<file path="config.mk">
export PLATFORM = sky130hd
export DESIGN_NAME = json_string_unescape_utf8
export DESIGN_NICKNAME = d
export VERILOG_FILES = /design/src/rtl/core/jsu_pkg.sv /design/src/rtl/core/jsu_front.sv /design/src/rtl/core/jsu_queue.sv /design/src/rtl/core/jsu_back.sv /design/src/rtl/core/json_string_unescape_utf8.sv
export VERILOG_INCLUDE_DIRS = /design/src /design/src/rtl/core
export SDC_FILE = /design/constraint.sdc
export NUM_CORES = 1
export LEC_CHECK = 0
export ABC_CLOCK_PERIOD_IN_PS = 3800
export BUFFER_PORTS_ARGS = -buffer_cell sky130_fd_sc_hd__buf_4
export CORE_ASPECT_RATIO = 1.75
export CORE_MARGIN = 3
export CORE_UTILIZATION = 55
export CTS_CLUSTER_SIZE = 30
export DETAILED_ROUTE_END_ITERATION = 7
export PLACE_DENSITY = 0.72
export SLEW_MARGIN = 25
export SYNTH_ARGS = -nofsm -noshare
export SYNTH_HDL_FRONTEND = slang
export SYNTH_HIERARCHICAL = 1
export SYNTH_SLANG_ARGS = --single-unit
</file>
<file path="constraint.sdc">
create_clock -name clk -period 3.8 [get_ports clk]
set_input_delay 0.19 -clock clk [delete_from_list [all_inputs] [get_ports clk]]
set_output_delay 0.19 -clock clk [all_outputs]
set_load 0.1 [all_outputs]
</file>
<file path="src/rtl/core/json_string_unescape_utf8_assert.svh">
// assertion macros for the json string unescaper
`ifndef JSON_STRING_UNESCAPE_UTF8_ASSERT_SVH
`define JSON_STRING_UNESCAPE_UTF8_ASSERT_SVH

// same-cycle implication, checked on every rising edge out of reset
`define JSU_ASSERT_NOW(label, ante, cons, msg) \
	label: assert property (@(posedge clk) disable iff (!arst_n) (ante) |-> (cons)) \
		else $error(msg);

// next-cycle implication
`define JSU_ASSERT_NEXT(label, ante, cons, msg) \
	label: assert property (@(posedge clk) disable iff (!arst_n) (ante) |=> (cons)) \
		else $error(msg);

`endif

</file>
<file path="src/rtl/core/jsu_pkg.sv">
// shared types and status codes for the json string unescaper
package jsu_pkg;

	localparam int JSU_QUEUE_DEPTH = 4;

	// result status codes
	localparam logic [3:0] ST_BYTE     = 4'd0;
	localparam logic [3:0] ST_DONE     = 4'd1;
	localparam logic [3:0] ST_NO_QUOTE = 4'd2;
	localparam logic [3:0] ST_CONTROL  = 4'd3;
	localparam logic [3:0] ST_BAD_ESC  = 4'd4;
	localparam logic [3:0] ST_BAD_HEX  = 4'd5;
	localparam logic [3:0] ST_MISS_LOW = 4'd6;
	localparam logic [3:0] ST_BAD_LOW  = 4'd7;
	localparam logic [3:0] ST_LONE_LOW = 4'd8;
	localparam logic [3:0] ST_UNTERM   = 4'd9;
	localparam logic [3:0] ST_END_ESC  = 4'd10;

	typedef struct packed {
		logic [7:0] in_byte;
		logic       end_of_input;
	} in_t;

	typedef struct packed {
		logic [7:0] out_byte;
		logic [3:0] status;
		logic       last;
	} out_t;

	// one decoded request: a code point (or raw byte), its utf-8 length - 1, a status
	typedef struct packed {
		logic [20:0] cp;
		logic [1:0]  cnt;
		logic [3:0]  status;
	} job_t;

	typedef struct packed {
		logic full;
		logic empty;
	} queue_stat_t;

endpackage

</file>
<file path="src/rtl/core/jsu_front.sv">
// front end: escape and surrogate decoding, one input byte per cycle while the queue has room
module jsu_front import jsu_pkg::*; (
	input  logic        clk,
	input  logic        arst_n,
	input  logic        in_valid,
	output logic        in_ready,
	input  in_t         in_data,
	input  queue_stat_t q_stat,
	output logic        push,
	output job_t        push_job
);

	localparam logic [7:0] CH_QUOTE = 8'h22;
	localparam logic [7:0] CH_BSL   = 8'h5C;
	localparam logic [7:0] CH_SLASH = 8'h2F;
	localparam logic [7:0] CH_B     = 8'h62;
	localparam logic [7:0] CH_F     = 8'h66;
	localparam logic [7:0] CH_N     = 8'h6E;
	localparam logic [7:0] CH_R     = 8'h72;
	localparam logic [7:0] CH_T     = 8'h74;
	localparam logic [7:0] CH_U     = 8'h75;
	localparam logic [7:0] CH_SPACE = 8'h20;

	typedef enum logic [2:0] {
		S_WAIT, S_BODY, S_ESC, S_HEX1, S_NEED_BSL, S_NEED_U, S_HEX2
	} mode_t;

	mode_t       mode_q, mode_n;
	logic [1:0]  hex_cnt_q, hex_cnt_n;
	logic [15:0] hex_acc_q, hex_acc_n;
	logic [9:0]  hi_q, hi_n;
	logic        accept;
	logic        emit;
	job_t        job;
	logic [4:0]  hv;
	logic [15:0] quad;
	logic [7:0]  c;
	logic        e;

	// hex digit value, 16 for a non-hex byte
	function automatic logic [4:0] hex_value(input logic [7:0] b);
		logic [4:0] v;
		if (b inside {[8'h30:8'h39]}) v = {1'b0, b[3:0]};
		else if (b inside {[8'h61:8'h66], [8'h41:8'h46]}) v = {1'b0, b[3:0] + 4'd9};
		else v = 5'd16;
		return v;
	endfunction

	assign in_ready = !q_stat.full;
	assign accept   = in_valid && in_ready;
	assign c        = in_data.in_byte;
	assign e        = in_data.end_of_input;
	assign hv       = hex_value(c);
	assign quad     = {hex_acc_q[11:0], hv[3:0]};

	always_comb begin
		mode_n    = mode_q;
		hex_cnt_n = hex_cnt_q;
		hex_acc_n = hex_acc_q;
		hi_n      = hi_q;
		emit      = 1'b0;
		job       = '0;

		case (mode_q)
			S_BODY: begin
				if (e) begin
					emit = 1'b1; job.status = ST_UNTERM;
				end else if (c == CH_QUOTE) begin
					emit = 1'b1; job.status = ST_DONE; mode_n = S_WAIT;
				end else if (c < CH_SPACE) begin
					emit = 1'b1; job.status = ST_CONTROL;
				end else if (c == CH_BSL) begin
					mode_n = S_ESC;
				end else begin
					emit = 1'b1; job.cp = {13'd0, c};
				end
			end
			S_ESC: begin
				mode_n = S_BODY;
				emit   = 1'b1;
				if (e) begin
					job.status = ST_END_ESC;
				end else begin
					case (c)
						CH_QUOTE, CH_BSL, CH_SLASH: job.cp = {13'd0, c};
						CH_B: job.cp = 21'h08;
						CH_F: job.cp = 21'h0C;
						CH_N: job.cp = 21'h0A;
						CH_R: job.cp = 21'h0D;
						CH_T: job.cp = 21'h09;
						CH_U: begin
							emit      = 1'b0;
							mode_n    = S_HEX1;
							hex_cnt_n = 2'd0;
							hex_acc_n = 16'd0;
						end
						default: job.status = ST_BAD_ESC;
					endcase
				end
			end
			S_HEX1, S_HEX2: begin
				if (e) begin
					emit = 1'b1; job.status = ST_END_ESC;
				end else if (hv[4]) begin
					emit = 1'b1; job.status = ST_BAD_HEX;
				end else if (hex_cnt_q != 2'd3) begin
					hex_cnt_n = hex_cnt_q + 2'd1;
					hex_acc_n = quad;
				end else begin
					hex_cnt_n = 2'd0;
					hex_acc_n = quad;
					if (mode_q == S_HEX1) begin
						if (quad inside {[16'hD800:16'hDBFF]}) begin
							hi_n   = quad[9:0];
							mode_n = S_NEED_BSL;
						end else if (quad inside {[16'hDC00:16'hDFFF]}) begin
							emit = 1'b1; job.status = ST_LONE_LOW;
						end else begin
							emit   = 1'b1;
							mode_n = S_BODY;
							job.cp = {5'd0, quad};
							if (quad <= 16'h007F) job.cnt = 2'd0;
							else if (quad <= 16'h07FF) job.cnt = 2'd1;
							else job.cnt = 2'd2;
						end
					end else begin
						emit = 1'b1;
						if (quad inside {[16'hDC00:16'hDFFF]}) begin
							mode_n  = S_BODY;
							job.cp  = 21'h10000 + {1'b0, hi_q, quad[9:0]};
							job.cnt = 2'd3;
						end else begin
							job.status = ST_BAD_LOW;
						end
					end
				end
			end
			S_NEED_BSL: begin
				if (e || c != CH_BSL) begin
					emit = 1'b1; job.status = ST_MISS_LOW;
				end else begin
					mode_n = S_NEED_U;
				end
			end
			S_NEED_U: begin
				if (e || c != CH_U) begin
					emit = 1'b1; job.status = ST_MISS_LOW;
				end else begin
					mode_n    = S_HEX2;
					hex_cnt_n = 2'd0;
					hex_acc_n = 16'd0;
				end
			end
			default: begin
				if (!e && c == CH_QUOTE) begin
					mode_n    = S_BODY;
					hex_cnt_n = 2'd0;
					hex_acc_n = 16'd0;
					hi_n      = 10'd0;
				end else begin
					emit = 1'b1; job.status = ST_NO_QUOTE;
				end
			end
		endcase

		// every error drops back to waiting with cleared counters
		if (emit && job.status != ST_BYTE && job.status != ST_DONE) begin
			mode_n    = S_WAIT;
			hex_cnt_n = 2'd0;
			hex_acc_n = 16'd0;
			hi_n      = 10'd0;
		end
	end

	assign push     = accept && emit;
	assign push_job = job;

	always_ff @(posedge clk or negedge arst_n) begin
		if (!arst_n) begin
			mode_q    <= S_WAIT;
			hex_cnt_q <= 2'd0;
			hex_acc_q <= 16'd0;
			hi_q      <= 10'd0;
		end else if (accept) begin
			mode_q    <= mode_n;
			hex_cnt_q <= hex_cnt_n;
			hex_acc_q <= hex_acc_n;
			hi_q      <= hi_n;
		end
	end

endmodule

</file>
<file path="src/rtl/core/jsu_queue.sv">
// small request queue between front and back ends
module jsu_queue import jsu_pkg::*; #(
	parameter int DEPTH = JSU_QUEUE_DEPTH
) (
	input  logic        clk,
	input  logic        arst_n,
	input  logic        push,
	input  job_t        push_job,
	input  logic        pop,
	output job_t        head_job,
	output queue_stat_t q_stat
);

	localparam int PW = (DEPTH > 1) ? $clog2(DEPTH) : 1;
	localparam int CW = $clog2(DEPTH + 1);
	localparam logic [PW-1:0] LAST_PTR = PW'(DEPTH - 1);
	localparam logic [CW-1:0] FULL_CNT = CW'(DEPTH);

	job_t          mem_q [DEPTH];
	logic [PW-1:0] wr_ptr_q, rd_ptr_q;
	logic [CW-1:0] count_q;

	assign head_job     = mem_q[rd_ptr_q];
	assign q_stat.full  = (count_q == FULL_CNT);
	assign q_stat.empty = (count_q == '0);

	always_ff @(posedge clk) begin
		if (push) mem_q[wr_ptr_q] <= push_job;
	end

	always_ff @(posedge clk or negedge arst_n) begin
		if (!arst_n) begin
			wr_ptr_q <= '0;
			rd_ptr_q <= '0;
			count_q  <= '0;
		end else begin
			if (push) wr_ptr_q <= (wr_ptr_q == LAST_PTR) ? '0 : wr_ptr_q + PW'(1);
			if (pop)  rd_ptr_q <= (rd_ptr_q == LAST_PTR) ? '0 : rd_ptr_q + PW'(1);
			if (push && !pop) count_q <= count_q + CW'(1);
			else if (pop && !push) count_q <= count_q - CW'(1);
		end
	end

endmodule

</file>
<file path="src/rtl/core/jsu_back.sv">
// back end: utf-8 serialiser feeding the output register
module jsu_back import jsu_pkg::*; (
	input  logic        clk,
	input  logic        arst_n,
	input  queue_stat_t q_stat,
	input  job_t        head_job,
	output logic        pop,
	output logic        out_valid,
	input  logic        out_ready,
	output out_t        out_data
);

	logic [1:0] idx_q;
	logic       out_valid_q;
	out_t       out_q;
	logic       load;
	logic       fin;

	// byte k of the encoding; a one-byte request carries its byte as is
	function automatic logic [7:0] utf8_byte(input logic [20:0] cp, input logic [1:0] cnt,
		input logic [1:0] k);
		logic [7:0] b;
		case (cnt)
			2'd0: b = cp[7:0];
			2'd1: b = (k == 2'd0) ? {3'b110, cp[10:6]} : {2'b10, cp[5:0]};
			2'd2: begin
				case (k)
					2'd0:    b = {4'b1110, cp[15:12]};
					2'd1:    b = {2'b10, cp[11:6]};
					default: b = {2'b10, cp[5:0]};
				endcase
			end
			default: begin
				case (k)
					2'd0:    b = {5'b11110, cp[20:18]};
					2'd1:    b = {2'b10, cp[17:12]};
					2'd2:    b = {2'b10, cp[11:6]};
					default: b = {2'b10, cp[5:0]};
				endcase
			end
		endcase
		return b;
	endfunction

	assign load      = !q_stat.empty && (!out_valid_q || out_ready);
	assign fin       = (idx_q == head_job.cnt);
	assign pop       = load && fin;
	assign out_valid = out_valid_q;
	assign out_data  = out_q;

	always_ff @(posedge clk) begin
		if (load) begin
			out_q.out_byte <= utf8_byte(head_job.cp, head_job.cnt, idx_q);
			out_q.status   <= head_job.status;
			out_q.last     <= fin;
		end
	end

	always_ff @(posedge clk or negedge arst_n) begin
		if (!arst_n) begin
			idx_q       <= 2'd0;
			out_valid_q <= 1'b0;
		end else begin
			if (load) begin
				out_valid_q <= 1'b1;
				idx_q       <= fin ? 2'd0 : idx_q + 2'd1;
			end else if (out_ready) begin
				out_valid_q <= 1'b0;
			end
		end
	end

endmodule

</file>
<file path="src/rtl/core/json_string_unescape_utf8.sv">
// top level of the json string unescaper with utf-8 output
// bytes of a quoted json string enter one per request on the in channel, starting with
// the opening quote; each request yields zero to four result requests on the out channel,
// the final one flagged by last. the front end takes one byte every cycle whenever the
// request queue has room, and decodes escapes and surrogate pairs into at most one queued
// request per byte. the back end serialises each queued request at one result per cycle
// while out_ready is high; a byte that gives n utf-8 bytes yields n results (n is 1 to 4);
// sustained throughput is one input byte per cycle as long as out_ready stays high and the
// average output is at most one result per input. at the earliest a result reaches the
// output once its byte has passed the request queue and then the output register. the
// queue depth (QUEUE_DEPTH, 2 or more) sets how long a burst of multi-byte characters or an
// output stall can be absorbed before in_ready drops
`include "json_string_unescape_utf8_assert.svh"

module json_string_unescape_utf8 import jsu_pkg::*; #(
	parameter int QUEUE_DEPTH = JSU_QUEUE_DEPTH
) (
	input  logic clk,
	input  logic arst_n,
	input  logic in_valid,
	output logic in_ready,
	input  in_t  in_data,
	output logic out_valid,
	input  logic out_ready,
	output out_t out_data
);

	// front to queue
	logic        push;
	job_t        push_job;
	// queue to back
	job_t        head_job;
	logic        pop;
	queue_stat_t q_stat;
	// shape of a status result
	logic        status_res;
	logic        status_ok;

	// escape, hex quad and surrogate decoding
	jsu_front u_front (
		.clk      (clk),
		.arst_n   (arst_n),
		.in_valid (in_valid),
		.in_ready (in_ready),
		.in_data  (in_data),
		.q_stat   (q_stat),
		.push     (push),
		.push_job (push_job)
	);

	// decouples the byte-per-cycle front from the bursty serialiser
	jsu_queue #(
		.DEPTH (QUEUE_DEPTH)
	) u_queue (
		.clk      (clk),
		.arst_n   (arst_n),
		.push     (push),
		.push_job (push_job),
		.pop      (pop),
		.head_job (head_job),
		.q_stat   (q_stat)
	);

	// utf-8 serialiser and output register
	jsu_back u_back (
		.clk       (clk),
		.arst_n    (arst_n),
		.q_stat    (q_stat),
		.head_job  (head_job),
		.pop       (pop),
		.out_valid (out_valid),
		.out_ready (out_ready),
		.out_data  (out_data)
	);

	assign status_res = out_valid && out_data.status != ST_BYTE;
	assign status_ok  = out_data.last && out_data.out_byte == 8'd0;

	// a status result carries no byte and closes its input byte
	`JSU_ASSERT_NOW(a_status_is_last, status_res, status_ok, "status result malformed")
	// the queue is never written while full nor read while empty
	`JSU_ASSERT_NOW(a_no_push_full, push, !q_stat.full, "push into full queue")
	`JSU_ASSERT_NOW(a_no_pop_empty, pop, !q_stat.empty, "pop from empty queue")
	// after a push the queue is not empty on the next cycle
	`JSU_ASSERT_NEXT(a_push_lands, push, !q_stat.empty, "queue empty after push")

endmodule
</file>
==> impl_metrics.yaml <==
worst_hold_path:
  whs_path_depth: 3
  whs_endpoint: "u_back/out_valid"
  min_from: "out_ready"
  worst_hold_path_type: "input pin to register"
cts:
  clock-root-buffer: "clkbuf_16"
  post_cts_buffers: 0
  numClockSinks: 158
  postCtsHoldBufs: 1
  cts_buffer_depth: 2
  numCtsBuffers: 17
  htree_levels: 4
  tritoncts: "built"
  path_clk_slew_ns: 0.07
  clock_latency_ns: 0.42
  post_cts_resize_count: 0
sta:
  grt_setup_unrepaired: "false"
  fmax_mhz: 309
  max_slew_margin: 0.464
  period_needed_ns: 3.23
  setup_total_negative_slack_ns: 0
  hold_viol: 0
  setup_viol: 0
  final_max_slew_viol_count: 0
  finClkSkew_ns: 0.0182
  worstMarginPinSlew_ns: 0.803
  fin_crit_sh: 0.851
setup_path:
  worstSetupPathType: "register to register"
  crit_family: "compound AO/OA/AOI/OAI gates"
  cp.arrival_ns: 3.53
  end_kind: "register"
  critPathLaunchType: "register"
  slowest_stage: "dfrtp_1"
  rrSetupSlack_ns: 0.57
  r2r-start: "u_front/mode_q[2]"
  r2r_end: "u_queue/count_q[1]"
  worst-path-buf-inv: 1
  cp_cell_sequence: "nand3b_1 > or3_1 > a311oi_1 > a21boi_0 > o21bai_1 > a31oi_1 > ha_1 > inv_1 > fa_1 > mux2_2"
  crit_fanout: 19
  rr_worst_depth: 10
  required_ns: 4.10
  slowest_delay_ns: 0.59
place:
  io_buffers: 27
  routabilityCongestion: 0.963
  placed_area_mm2: 0.00832
  dp_hpwl_um: 13700
flow_run:
  maxCapViolations: 0
synth:
  synth_top_area_share: 0.460
  syn_inst: 585
  avgSynthCellArea_um2: 13.5
  synth_fp_nets: 620
  synth.distinct_cells: 81
  synth_top_family_by_area: "compound AO/OA/AOI/OAI gates"
  synth_edf_count: 121
  synth_area_leaders: "edfxtp_1 (46%), dfrtp_1 (12%), mux4_2 (7.4%), ha_1 (3.3%), a22o_1 (2.1%)"
  synth-adder-area-share: 0.0358
  synth_largest_area_cell: "edfxtp_1"
  ys_warn_count: 6
  mappedNetlistArea_mm2: 0.00790
  ys.flop_type: "edfxtp_1"
  synthArstFlopShare: 0.234
  synthMuxAreaShare: 0.0873
  synth_compound_area_frac: 0.151
  yosys.area_share.xor_xnor: 0.0122
  ys_seq_area_frac: 0.577
  synth-simple-area-share: 0.107
  synth.ff_latch_count: 158
die:
  initial_core_util: 0.565
  io_pins: 28
  die_h_um: 164
  coreArea_mm2: 0.0140
  dieArea_mm2: 0.0159
  die_x_um: 96.6
  num_rows: 57
detailed_routing:
  drc: 0
  ant_nets: 0
  wl_um: 18900
  drt-pass1-iter-count: 5
  drt_first_iter_violations: 356
  routedWlPerCell_um: 23.1
  via_per_inst: 6.54
  vias: 5346
finish:
  antenna_cells: 0
  layout-drive-gt1-share: 0.200
  fillers: 1067
  design_area_mm2: 0.00892
  area_delta_synth_final_pct: 13.0
  layout.nets: 662
pwr:
  ir_drop_uv: 476
  power_density_mw_per_mm2: 754
  p_leak_nw: 3.27
grt:
  grt_max_degree: 38
  antenna_found_initial: 0
  grt_pass1_vias: 5490
  globalRouteOverflowTotal: 0
  grt_pass1_wl_um: 29500
  track_usage: 0.253
run_status:
  outcome: "completed"
## cells in the final DEF (no fill, tap or decap), drive strengths merged, types with 11 or more instances in the layout
master	count
edfxtp	121
buf	46
nand2	43
dfrtp	37
nor2	35
inv	35
o21ai	34
mux4	27
ha	21
a22o	19
a21oi	19
clkbuf	17
nor3	14
a32o	11
## logic make-up after synthesis
family	Yosys count
AOI/OAI and AO/OA	151
adders and majority gates	22
muxes	34
and+or+nand+nor	161
buffers and inverters	48
DFF	158
xor gates and xnor gates	11
## sequential cells by signal, indices dropped and copies added, names as in the netlist, 3 cells and up
signal,count
u_queue/mem_q,108
u_back/out_data,13
u_front/hex_acc_q,12
u_front/hi_q,10
u_front/mode_q,3
u_queue/count_q,3
## final cells by class
cell class	instances	area [um2]	area share
clock buffers	17	425	0.0477
clock inverters	15	161	0.0181
inverters	24	90.1	0.0101
multi-input cells	379	3110	0.348
flip-flops and latches	158	4560	0.511
well taps	177	221	0.0248
repair buffers	47	355	0.0398
## worst max path at each step
| stage | depth (start not counted) | to | slack, ns | start |
|---|---|---|---|---|
| after floorplan | 12 | u_queue/count_q[1] | 0.69 | u_front/mode_q[1] |
| after global placement | 17 | u_queue/count_q[2] | 0.64 | in_data[1] |
| after detailed placement | 17 | u_queue/count_q[2] | 0.47 | in_data[1] |
| after CTS | 10 | u_queue/count_q[1] | 0.65 | u_front/mode_q[2] |
| after global routing | 10 | u_queue/count_q[1] | 0.41 | u_front/mode_q[2] |
| final | 10 | u_queue/count_q[1] | 0.57 | u_front/mode_q[2] |
## worst register-to-register path: stages, from the launching register on
cell and delay, ns:
dfrtp_1 0.59, nand3b_1 0.29, or3_1 0.40, a311oi_1 0.36, a21boi_0 0.15, o21bai_1 0.18
a31oi_1 0.14, ha_1 0.24, inv_1 0.08, fa_1 0.41, mux2_2 0.27
## power breakdown
| part | internal [mW] | total, mW | switching [mW] |
|---|---|---|---|
| registers | 2.30 | 2.47 | 0.167 |
| logic | 0.923 | 2.60 | 1.68 |
| clock network | 0.886 | 1.66 | 0.769 |
| total | 4.11 | 6.73 | 2.62 |
## layer usage
metal / GRT usage / part of all wire
met1: 0.271 / 0.35
met2: 0.462 / 0.56
met3: 0.0401 / 0.035
met4: 0.139 / 0.049
met5: 0 / 0
## synthesized netlist by cell type (3+ instances only)
cell type / count
a211o_1: 3
a21o_1: 5
a21oi_1: 18
a221o_1: 6
a221oi_1: 3
a222oi_1: 3
a22o_1: 19
a22oi_1: 8
a31oi_1: 3
a32o_1: 11
and2_1: 9
and3_1: 6
buf_2: 6
buf_4: 3
clkbuf_1: 12
dfrtp_1: 37
edfxtp_1: 121
ha_1: 21
inv_1: 22
mux2_1: 3
mux2_2: 3
mux4_2: 26
nand2_1: 43
nand2b_1: 8
nand3_1: 7
nand4_1: 6
nor2_1: 34
nor2b_1: 8
nor3_1: 11
o211ai_1: 7
o21ai_0: 25
o21ai_1: 7
o21bai_1: 4
o31ai_1: 3
or3_1: 6
xnor2_1: 8
xor2_1: 3
## stage by stage
| stage | utilization | std cells | setup WS (ns) | total power, mW | hold slack (ns) |
|---|---|---|---|---|---|
| 4_1_cts | 0.638 | 817 | 0.653 | 6.75 | 0.0330 |
| 2_1_floorplan | - | 585 | 0.686 | 4.50 | -0.106 |
| 5_1_grt | 0.638 | 817 | 0.414 | 7.04 | 0.0513 |
| 3_3_place_gp | 0.595 | 784 | 0.639 | 4.98 | 0.177 |
| 6_report | 0.638 | 817 | 0.568 | 6.73 | 0.0466 |
| 3_5_place_dp | 0.595 | 784 | 0.470 | 5.08 | 0.181 |
(Power assumes the default switching activity.)
